### src/rtl/hfrf_pkg.sv
// hfrf_pkg: shared widths, codes and controller/datapath interface structs
// for the heap free-run finder; no dependencies
package hfrf_pkg;

   localparam int MAP_ENTRIES_DEF = 2048;

   localparam int OP_W       = 1;
   localparam int IDX_W      = 11;
   localparam int VAL_W      = 4;
   localparam int SIZE_W     = 12;
   localparam int ADDR_W     = 16;
   localparam int CSR_IDX_W  = 2;
   localparam int CSR_DATA_W = 16;

   localparam logic [OP_W-1:0] OP_WRITE  = 1'b0;
   localparam logic [OP_W-1:0] OP_SEARCH = 1'b1;

   localparam logic [CSR_IDX_W-1:0] CSR_STRATEGY = 2'd0;
   localparam logic [CSR_IDX_W-1:0] CSR_BASE     = 2'd1;
   localparam logic [CSR_IDX_W-1:0] CSR_USED     = 2'd2;

   localparam logic [SIZE_W-1:0] USED_RESET = 12'd2048;

   typedef enum logic [1:0] {
      STRAT_FIRST = 2'd0,
      STRAT_NEXT  = 2'd1,
      STRAT_BEST  = 2'd2,
      STRAT_WORST = 2'd3
   } strategy_type;

   typedef struct packed {
      logic clear_step;
      logic map_write;
      logic scan_init;
      logic load_size;
      logic from_start;
      logic scan_step;
      logic load_rsp;
   } hfrf_cmd_type;

   typedef struct packed {
      logic clear_last;
      logic scan_done;
      logic have;
      logic next_fit;
   } hfrf_status_type;

endpackage

### src/rtl/hfrf_controller.sv
// hfrf_controller: sequencer for map clearing, writes, scans and result hand-off
// uses hfrf_pkg command and status structs
module hfrf_controller (
   input  logic                        clock,
   input  logic                        reset,
   input  logic                        req_valid,
   input  logic [hfrf_pkg::OP_W-1:0]   req_op,
   input  logic                        size_zero,
   output logic                        req_ready,
   output logic                        rsp_valid,
   input  logic                        rsp_ready,
   input  hfrf_pkg::hfrf_status_type   status,
   output hfrf_pkg::hfrf_cmd_type      cmd
);

   typedef enum logic [2:0] {
      S_CLEAR,
      S_IDLE,
      S_SCAN1,
      S_SCAN2,
      S_FINISH
   } state_type;

   state_type state_ff, state_in;
   logic      rsp_valid_ff, rsp_valid_in;

   always_comb begin
      cmd      = '0;
      state_in = state_ff;
      case (state_ff)
         S_CLEAR: begin
            cmd.clear_step = 1'b1;
            if (status.clear_last) begin
               state_in = S_IDLE;
            end
         end
         S_IDLE: begin
            if (req_valid) begin
               if (req_op == hfrf_pkg::OP_WRITE) begin
                  cmd.map_write = 1'b1;
               end else begin
                  cmd.scan_init  = 1'b1;
                  cmd.load_size  = 1'b1;
                  cmd.from_start = status.next_fit;
                  state_in       = size_zero ? S_FINISH : S_SCAN1;
               end
            end
         end
         S_SCAN1: begin
            cmd.scan_step = 1'b1;
            if (status.scan_done) begin
               if (status.next_fit && !status.have) begin
                  // wrap around: retry from the start of the map
                  cmd.scan_init = 1'b1;
                  state_in      = S_SCAN2;
               end else begin
                  state_in = S_FINISH;
               end
            end
         end
         S_SCAN2: begin
            cmd.scan_step = 1'b1;
            if (status.scan_done) begin
               state_in = S_FINISH;
            end
         end
         S_FINISH: begin
            if (!rsp_valid_ff || rsp_ready) begin
               cmd.load_rsp = 1'b1;
               state_in     = S_IDLE;
            end
         end
         default: state_in = S_CLEAR;
      endcase

      if (cmd.load_rsp) begin
         rsp_valid_in = 1'b1;
      end else if (rsp_ready) begin
         rsp_valid_in = 1'b0;
      end else begin
         rsp_valid_in = rsp_valid_ff;
      end
   end

   always_ff @(posedge clock) begin
      if (reset) begin
         state_ff     <= S_CLEAR;
         rsp_valid_ff <= 1'b0;
      end else begin
         state_ff     <= state_in;
         rsp_valid_ff <= rsp_valid_in;
      end
   end

   assign req_ready = (state_ff == S_IDLE);
   assign rsp_valid = rsp_valid_ff;

endmodule

### config.mk
export PLATFORM = sky130hd
export DESIGN_NAME = hfrf_controller
export DESIGN_NICKNAME = d
export VERILOG_FILES = /design/src/rtl/hfrf_pkg.sv /design/src/rtl/hfrf_controller.sv
export SDC_FILE = /design/constraint.sdc
export NUM_CORES = 1
export LEC_CHECK = 0
export ABC_CLOCK_PERIOD_IN_PS = 1000
export BUFFER_PORTS_ARGS = -buffer_cell sky130_fd_sc_hd__buf_2
export CAP_MARGIN = 20
export CORE_AREA = 2 2 39 41
export DETAILED_ROUTE_END_ITERATION = 7
export DIE_AREA = 0 0 41 43
export PLACE_DENSITY = 0.59
export SKIP_CTS_REPAIR_TIMING = 1
export SLEW_MARGIN = 20
export SYNTH_ARGS = -nofsm -noshare
export SYNTH_HDL_FRONTEND = slang
export SYNTH_SLANG_ARGS = --single-unit
export TNS_END_PERCENT = 5
### constraint.sdc
create_clock -name clock -period 1 [get_ports clock]
set_input_delay 0.1 -clock clock [delete_from_list [all_inputs] [get_ports clock]]
set_output_delay 0.1 -clock clock [all_outputs]
set_load 0.01 [all_outputs]
### Word-level counts from Yosys, hierarchy flattened

Index checks and enable logic that the tools add are counted.

| word-level totals | value |
|---|---|
| bits in registers | 4 |
| input bits | 10 |
| output and inout port bits | 9 |
| logic and storage cells | 43 |

| operators by class | value |
|---|---|
| equality and inequality tests | 10 |
| muxes and demuxes | 23 |
| reduce and logical (&&, ||, !) cells | 8 |

Operators with widths:

| kind | count |
|---|---|
| 2-to-1 mux 3 bit | 9 |
| one-hot mux 3 bit (5 select lines) | 1 |
| inequality test 2 bit (second input constant) | 6 |
| 2-to-1 mux 1 bit | 10 |
| == test 3 x 2 -> 1 bit (second input constant) | 2 |
| AND reduction 6 bit | 1 |
| 2-to-1 mux 4 bit | 1 |
| == test 3 x 1 -> 1 bit (second input constant) | 1 |
| == test 3 bit (second input constant) | 1 |
| zero test 3 bit | 1 |
| zero test 1 bit | 2 |
| 2-to-1 mux 2 bit | 1 |
| one-hot mux 1 bit (2 select lines) | 1 |
| nonzero test 2 bit | 1 |
| OR reduction 2 bit | 1 |
| logical AND 1 bit | 1 |
| logical OR 1 bit | 1 |

### Longest topological paths before layout

Gate-level depths: netlist of run 1.

| depth | value |
|---|---|
| depth after elaboration | 5 |
| mapped depth | 5 |
| depth with buffers taken out | 4 |

### Least setup slack after synthesis of run 1

Ideal clock, no wire load.

| timing path | value |
|---|---|
| path type | reg-to-output |
| from | reg state_ff[1] |
| to | out cmd[4] (netlist bit) |
| arrival time | 1.066 ns |
| data required time | 0.900 ns |
| path slack | -0.166 ns |
| cell stages (with the launch flop) | 6 |
| path through | dfxtp_1 buf_2 inv_1 nor2_1 nand2_1 o21ai_0 |

RTL lines:

| what | RTL line | text |
|---|---|---|
| from (decl) | hfrf_controller.sv:24 | `state_type state_ff, state_in;` |
| from (signal assigned) | hfrf_controller.sv:90 | `state_ff <= state_in;` |
| to (decl) | hfrf_controller.sv:13 | `output hfrf_pkg::hfrf_cmd_type cmd` |

==> results_dict.tcl, run 1 <==
set metrics [dict create \
    r2r_cells 5 \
    end_kind "primary output" \
    dp_cells 82 \
    root_buffer "clkbuf_4" \
    slew_violations 0 \
    grt_pass1_vias 315 \
    yosysUniqueCellTypes 23 \
    critical-path-max-stage-delay_ps 390 \
    die_w_microns 41 \
    worst-path-buf-inv 1 \
    avgSynthCellArea_sq_um 6.66 \
    period_needed_ps 1280 \
    worstPathArrival_ps 1180 \
    routed_wl_microns 846 \
    place_congestion 0.736 \
    r2r_start "state_ff[0]" \
    pwr-share-comb_pct 47.8 \
    crit_fanout 3 \
    die_y_microns 43 \
    critPathTopFamily "simple AND/OR/NAND/NOR gates" \
    maxCapViolCount 0 \
    grt_max_degree 9 \
    antenna_found_initial 0 \
    grt_overflow_total 0 \
    switching_share_pct 33.5 \
    wl_met1_microns 331 \
    grt_usage_pct 10.2 \
    h-tree-depth 1 \
    grt_pass1_wl_microns 1150 \
    cts_buffers 3 \
    crit_type "reg -> out" \
    hold_violations 0 \
    syn_to_final_growth_pct 72.4 \
    drt-initial-drc-count 5 \
    vias 396 \
    leakage_uw 0.000260 \
    synth_edf_count 0 \
    cts_tree "built" \
    synth_async_sr_flop_share_pct 0 \
    cp.required_ps 900 \
    rsz0062_at_grt "yes" \
    wl_per_cell_microns 9.61 \
    clkPwrFrac_pct 25.7 \
    seq_area_frac_synth_pct 25.6 \
    clock_sinks 4 \
    core_sq_um 1380 \
    ys_warn_count 0 \
    hold_depth 2 \
    drive_gt1_share_pct 62.5 \
    p_seq_share_pct 26.4 \
    dp_hpwl_microns 663 \
    power.switching_uw 257 \
    tightest_slew_ps 215 \
    finalSetupTns_ps -1810 \
    crit_chain "or3b_4 > o21ai_2 > buf_2" \
    holdPathEnd "rsp_valid" \
    post-route-period-util_pct 128 \
    rows 14 \
    port_buffers 18 \
    drc 0 \
    crit_slowest_cell "or3b_4" \
    r2r_end "state_ff[2]" \
    finalWorstSetupSlack_ps -277 \
    power.density_nw_per_um2 1420 \
    status "finished with violations" \
    die_area_sq_um 1760 \
    ant_nets 0 \
    intPower_uw 509 \
    ir_worst_vdd_uv 504 \
    cts_buffer_depth 2 \
    critPathLaunchType "flop" \
    setup_viol 11 \
    fin_nets 84 \
    clock.fmax_ghz 0.783 \
    synth_area_sq_um 313 \
    min-delay-start "reset" \
    violations "negative setup slack" \
    fin_skew_ps 2.01 \
    synth_cells 47 \
    clkTransAtPathRegs_ps 40 \
    ys_ff_latch 4 \
    viasPerCell 4.50 \
    layout.cells.non_filler 88 \
    top_layer "met4" \
    relSlewSlack_pct 85.6 \
    hp-class "in -> reg" \
    wl_met3_microns 70 \
    synthesis.nets 57 \
    clk_latency_ps 230 \
    ios 19 \
    synth_top_flop_cell "dfxtp_1" \
    start_util_pct 22.6 \
    antenna_cells 0 \
    wl_met2_microns 435 \
    reg2reg_slack_ps -230 \
    firstDrtPassIters 2 \
]
worst max-delay path by stage:
| stage | startpoint | to | depth (start not counted) |
|---|---|---|---|
| final | state_ff[0] | cmd[4] | 3 |
| after global routing | state_ff[1] | cmd[4] | 5 |
| after CTS | state_ff[2] | cmd[2] | 5 |
| after detailed placement | state_ff[0] | state_ff[2] | 4 |
| after global placement | state_ff[0] | state_ff[2] | 4 |
| after floorplan | state_ff[0] | state_ff[2] | 4 |
Yosys cell counts (2+ instances only):
cell | n | area [sq um]
dfxtp_1 | 4 | 80.1
nand2_1 | 6 | 22.5
inv_1 | 3 | 11.3
buf_2 | 3 | 15.0
and2_1 | 2 | 12.5
nand3_1 | 2 | 10.0
o21ai_0 | 2 | 10.0
nor2_1 | 7 | 26.3
a21oi_1 | 4 | 20.0
metrics by stage:
| stage | worst slack (ps) | utilization (%) | total power, uW | hold slack [ps] | cell area (sq um) |
|---|---|---|---|---|---|
| after global routing | -327 | 39.0 | 841 | 57.2 | 539 |
| after detailed placement | -112 | 33.2 | 526 | 321 | 459 |
| after global placement | -98.6 | 33.2 | 528 | 320 | 459 |
| final | -277 | 39.0 | 766 | 77.6 | 539 |
| after CTS | -337 | 34.8 | 732 | 72.8 | 482 |
| after floorplan | -23.2 | - | 409 | 169 | 340 |
sequential cells by signal, indices dropped and copies added (netlist names):
register and flops:
state_ff 3, rsp_valid 1
routing by layer:
layer / vias up / track usage [%]
li1: 212 / -
met1: 169 / 8.65
met3: 2 / 3.14
met4: 0 / 10.0
met5: - / 0
met2: 13 / 16.9
power groups by stage:
stage	clock network, uW	logic [uW]	registers, uW
final	197	366	203
after floorplan	0	219	189
after global placement	0	324	204
after global routing	230	404	207
after detailed placement	0	323	203
after CTS	207	324	201
area by class of cell:
type	instances	area (sq um)
fill	143	845
multi-input combinational	36	240
timing repair buffer	26	159
sequential	4	86.3
clock buffer	3	22.5
tap	16	20.0
inverter	3	11.3
kinds of logic after synthesis:
kind of cell           Yosys count  share of synthesized area, %
buffers and inverters            7                          10.8
AOI/OAI and AO/OA               12                          24.0
DFF                              4                          25.6
and+or+nand+nor                 24                          39.6
cells in the final DEF (no fill, tap or decap), drive strengths merged:
cell type  synthesis  layout
nor3               1       1
o32ai              1       1
a41oi              1       1
nor2b              1       1
nand2              6       6
nand3              3       3
inv                3       3
and2               2       2
a211oi             1       1
clkbuf             0       3
nand4              1       1
o21a               1       1
nand2b             1       1
buf                4      26
or3b               1       1
dfxtp              4       4
nor2               7       7
a21o               1       1
o21ai              3       3
a21oi              4       4
nor3b              1       1
No activity file was read; power rests on OpenSTA's default activity.
==> inputs of run 2 (changes only) <==
- RECOVER_POWER: unset -> 100
- SLEW_MARGIN: 20 -> unset
==> results_dict.tcl, run 2 (synthesis results as in run 1) <==
set metrics [dict create \
    worst-path-buf-inv 1 \
    port_buffers 18 \
    drc 0 \
    end_kind "primary output" \
    post_dp_cell_area_sq_um 459 \
    fin_nets 84 \
    layout_common_cells "15 x buf_2, 9 x buf_4, 6 x nand2_1" \
    finalWorstSetupSlack_ps -277 \
    drive_gt1_share_pct 61.1 \
    period_needed_ps 1280 \
    h-tree-depth 1 \
    die_area_sq_um 1760 \
    rsz0062_at_grt "yes" \
    fin_skew_ps 2.01 \
    place_congestion 0.736 \
    dp_hpwl_microns 663 \
    die_w_microns 41 \
    layout_commonest_cell "buf_2" \
    r2r_cells 5 \
    crit_fanout 3 \
    clkTransAtPathRegs_ps 40 \
    core_sq_um 1380 \
    hold_depth 2 \
    vias 395 \
    status "finished with violations" \
    critPathLaunchType "flop" \
    grt_overflow_total 0 \
    cp.required_ps 900 \
    finalSetupTns_ps -1810 \
    hold_violations 0 \
    grt_max_degree 9 \
    grt_usage_pct 10.2 \
    crit_slowest_cell "or3b_4" \
    post-route-period-util_pct 128 \
    die_y_microns 43 \
    clk_latency_ps 230 \
    rows 14 \
    routed_wl_microns 843 \
    clock_sinks 4 \
    grt_pass1_vias 315 \
    ir_worst_vdd_uv 504 \
    power.density_nw_per_um2 1420 \
    fin_util_pct 38.9 \
    cts_buffer_depth 2 \
    slew_violations 0 \
    critical-path-max-stage-delay_ps 390 \
    hp-class "in -> reg" \
    cts_buffers 3 \
    cts_tree "built" \
    dp_slack_ps -112 \
    viasPerCell 4.49 \
    ios 19 \
    maxCapViolCount 0 \
    crit_type "reg -> out" \
    tightest_slew_ps 216 \
    regMostFlops "state_ff" \
    critPathTopFamily "simple AND/OR/NAND/NOR gates" \
    crit_chain "or3b_4 > o21ai_2 > buf_2" \
    setup_viol 11 \
    leakage_uw 0.000256 \
    root_buffer "clkbuf_4" \
    violations "negative setup slack" \
    drt-initial-drc-count 5 \
    grt_pass1_wl_microns 1150 \
    syn_to_final_growth_pct 72.0 \
    worstPathArrival_ps 1180 \
    largest_register_ffs 3 \
    whs_ps 78.4 \
    relSlewSlack_pct 85.5 \
    design_area_sq_um 538 \
    firstDrtPassIters 2 \
    antenna_cells 0 \
    antenna_found_initial 0 \
    wl_per_cell_microns 9.58 \
    start_util_pct 22.6 \
    ant_nets 0 \
    cp.depth 3 \
    clock.fmax_ghz 0.783 \
]
[run 2: cell count changes in the layout (fill, tap and decap cells not counted)]
cell,previous run,this run
buf_2,16,15
clkbuf_1,0,1
[run 2: layout make-up]
| type | count | area [sq um] |
|---|---|---|
| fill | 144 | 846 |
| multi-input combinational | 36 | 240 |
| timing repair buffer | 26 | 158 |
| sequential | 4 | 86.3 |
| clock buffer | 3 | 22.5 |
| tap | 16 | 20.0 |
| inverter | 3 | 11.3 |
[run 2: layer usage]
metal,routed length (microns),global-route usage (%)
met1,329,8.65
met5,0,0
met3,70,3.14
met2,434,16.9
met4,8,10.0
[run 2: stage by stage]
step / cells / power, uW
6_report: 88 / 765
5_1_grt: 88 / 841
4_1_cts: 85 / 732
3_5_place_dp: 82 / 526
3_3_place_gp: 82 / 528
2_1_floorplan: 47 / 409
[run 2: report_power, final]
part           internal (uW)  total [uW]  switching, uW
Sequential               182         203           20.3
Clock                    134         197           63.1
Combinational            193         366            173
Total                    509         765            256
[run 2: path summary, 6_finish.rpt]
check,from,end,slack [ps]
worst max-delay path,state_ff[0],cmd[4],-280
worst min-delay path,reset,rsp_valid,80
worst max register to register,state_ff[0],state_ff[2],-230
worst min register to register,rsp_valid,rsp_valid,540
[run 2: worst reg2reg max path, cell delays in order, from the launching register on]
cell and delay, ps:
dfxtp_2 320, or3b_4 390, buf_4 150, nand3_2 70, o21a_1 120, o32ai_1 60
==> inputs of run 3 (changes only) <==
- ABC_AREA: unset -> 1
- PLACE_DENSITY: 0.59 -> 0.63
==> results_dict.tcl, run 3 <==
set metrics [dict create \
    hold_violations 0 \
    critPathLaunchType "flop" \
    dp_cells 97 \
    hp-class "in -> reg" \
    port_buffers 18 \
    place_congestion 0.695 \
    antenna_found_initial 0 \
    fillers 153 \
    wl_per_cell_microns 7.79 \
    use_met1_pct 11.2 \
    synth_top_area_share_pct 21.9 \
    violations "negative setup slack" \
    end_kind "primary output" \
    cts_buffer_depth 2 \
    ir_worst_vdd_uv 1090 \
    synth.most_common_cell "nor2_1" \
    core_sq_um 1380 \
    synth_area_sq_um 365 \
    pwr-share-comb_pct 63.0 \
    start_util_pct 26.4 \
    routed_wl_microns 779 \
    switching_share_pct 47.5 \
    ios 19 \
    synth_top_area_cell "dfxtp_1" \
    finalSetupTns_ps -1930 \
    seq_area_frac_synth_pct 21.9 \
    layout.cells.non_filler 100 \
    synth_edf_count 0 \
    synth_commonest_cells "14 x nor2_1, 11 x inv_1, 10 x nand2_1, 4 x dfxtp_1, 4 x nand3_1" \
    yosysUniqueCellTypes 17 \
    cts_tree "built" \
    power.switching_uw 696 \
    largest_register_ffs 3 \
    grt_pass1_wl_microns 1250 \
    worstPathArrival_ps 1220 \
    dp_hpwl_microns 662 \
    vias 415 \
    timing.critical_path.mode_cell "inv_2" \
    post-route-period-util_pct 132 \
    leakage_uw 0.000298 \
    use_met2_pct 16.3 \
    clk_latency_ps 230 \
    crit_chain "inv_4 > nor3_4 > inv_2 > nor2_4 > inv_2 > o21ai_2 > buf_2" \
    register_area_sq_um 86.3 \
    cts_buffers 3 \
    power.density_nw_per_um2 2690 \
    cp.required_ps 900 \
    viasPerCell 4.15 \
    grt_max_degree 8 \
    setup_viol 11 \
    synth_top_flop_cell "dfxtp_1" \
    antenna_cells 0 \
    clkTransAtPathRegs_ps 30 \
    period_needed_ps 1320 \
    grt.busiest_layer "met2" \
    intPower_uw 768 \
    ys_ff_latch 4 \
    crit_fanout 4 \
    whs_ps 39.9 \
    multi_input_area_sq_um 246 \
    finalWorstSetupSlack_ps -321 \
    power_uw 1460 \
    synth_async_sr_flop_share_pct 0 \
    maxCapViolCount 0 \
    clock.fmax_ghz 0.757 \
    layout_common_cells "15 x buf_2, 12 x nor2_1, 10 x nand2_1" \
    rsz0062_at_grt "yes" \
    status "finished with violations" \
    firstDrtPassIters 2 \
    ant_nets 0 \
    drive_gt1_share_pct 51.2 \
    met3_usage_pct 1.57 \
    fin_nets 96 \
    tightest_slew_ps 186 \
    die_w_microns 41 \
    die_y_microns 43 \
    regMostFlops "state_ff" \
    clock_sinks 4 \
    clkPwrFrac_pct 13.1 \
    die_area_sq_um 1760 \
    layout_commonest_cell "buf_2" \
    rows 14 \
    avgSynthCellArea_sq_um 5.89 \
    crit_slowest_cell "dfxtp_4" \
    ys_warn_count 0 \
    drc 0 \
    h-tree-depth 1 \
    grt_pass1_vias 357 \
    critical-path-max-stage-delay_ps 360 \
    synthesis.nets 72 \
    slew_violations 0 \
    syn_to_final_growth_pct 48.6 \
    yosys-top-cells-area "dfxtp_1 22%, nor2_1 14%, inv_1 11%" \
    relSlewSlack_pct 87.6 \
    synth_cells 62 \
    crit_type "reg -> out" \
    p_seq_share_pct 23.9 \
    grt_usage_pct 10.5 \
    root_buffer "clkbuf_4" \
    grt_overflow_total 0 \
    drt-initial-drc-count 1 \
    fin_skew_ps 0.407 \
]
## run 3: changes by cell type in the layout (fill, tap and decap cells not counted), sizes merged, moves of 2 or more
cell and delta:
a21oi -2, and2 -2, buf -6, inv +11
nand2 +7, nand3 +2, nor2 +11, nor3 +2
o21ai -2
## run 3: cell type report
class	instances	share of cell area (%)
multi-input combinational	43	45.4
timing repair buffer	20	20.7
tap	16	3.69
sequential	4	15.9
inverter	14	10.1
clock buffer	3	4.15
## run 3: path summary, 6_finish.rpt
check | slack (ps) | start | endpoint | depth (start not counted)
setup / recovery | -320 | state_ff[0] | cmd[4] | 7
hold / removal | 40 | reset | rsp_valid | 2
setup reg to reg | -50 | state_ff[1] | state_ff[2] | 8
hold reg to reg | 540 | state_ff[1] | state_ff[1] | 2
## run 3: power by group through the flow
stage / Clock [uW] / Sequential, uW / Combinational [uW]
2_1_floorplan: 0 / 310 / 677
3_3_place_gp: 0 / 319 / 909
3_5_place_dp: 0 / 321 / 911
4_1_cts: 205 / 319 / 913
5_1_grt: 213 / 358 / 1050
6_report: 192 / 350 / 921
## run 3: cell families after synthesis
family / count (synthesis) / synth area share (%)
compound gates: 4 / 7.19
buf+inv: 15 / 16.4
flops: 4 / 21.9
simple gates: 39 / 54.5
## run 3: metal layers
| layer | routed length, microns | vias to the layer above |
|---|---|---|
| met5 | 0 | - |
| met4 | 0 | 0 |
| met3 | 50 | 0 |
| met2 | 389 | 13 |
| met1 | 339 | 172 |
| li1 | - | 230 |
## run 3: critical path, delay by kind of cell, from the launching register on
| kind | cells | cell delay, ps |
|---|---|---|
| simple gates | 2 | 280 |
| compound gates | 1 | 40 |
| buf+inv | 4 | 300 |
| flops | 1 | 360 |
## run 3: metrics by stage
step / worst slack [ps] / utilization, % / area, sq um
final: -321 / 39.2 / 543
after CTS: -397 / 37.8 / 523
after floorplan: -114 / - / 383
after global placement: -148 / 36.2 / 500
after detailed placement: -160 / 36.2 / 500
after global routing: -411 / 39.2 / 543
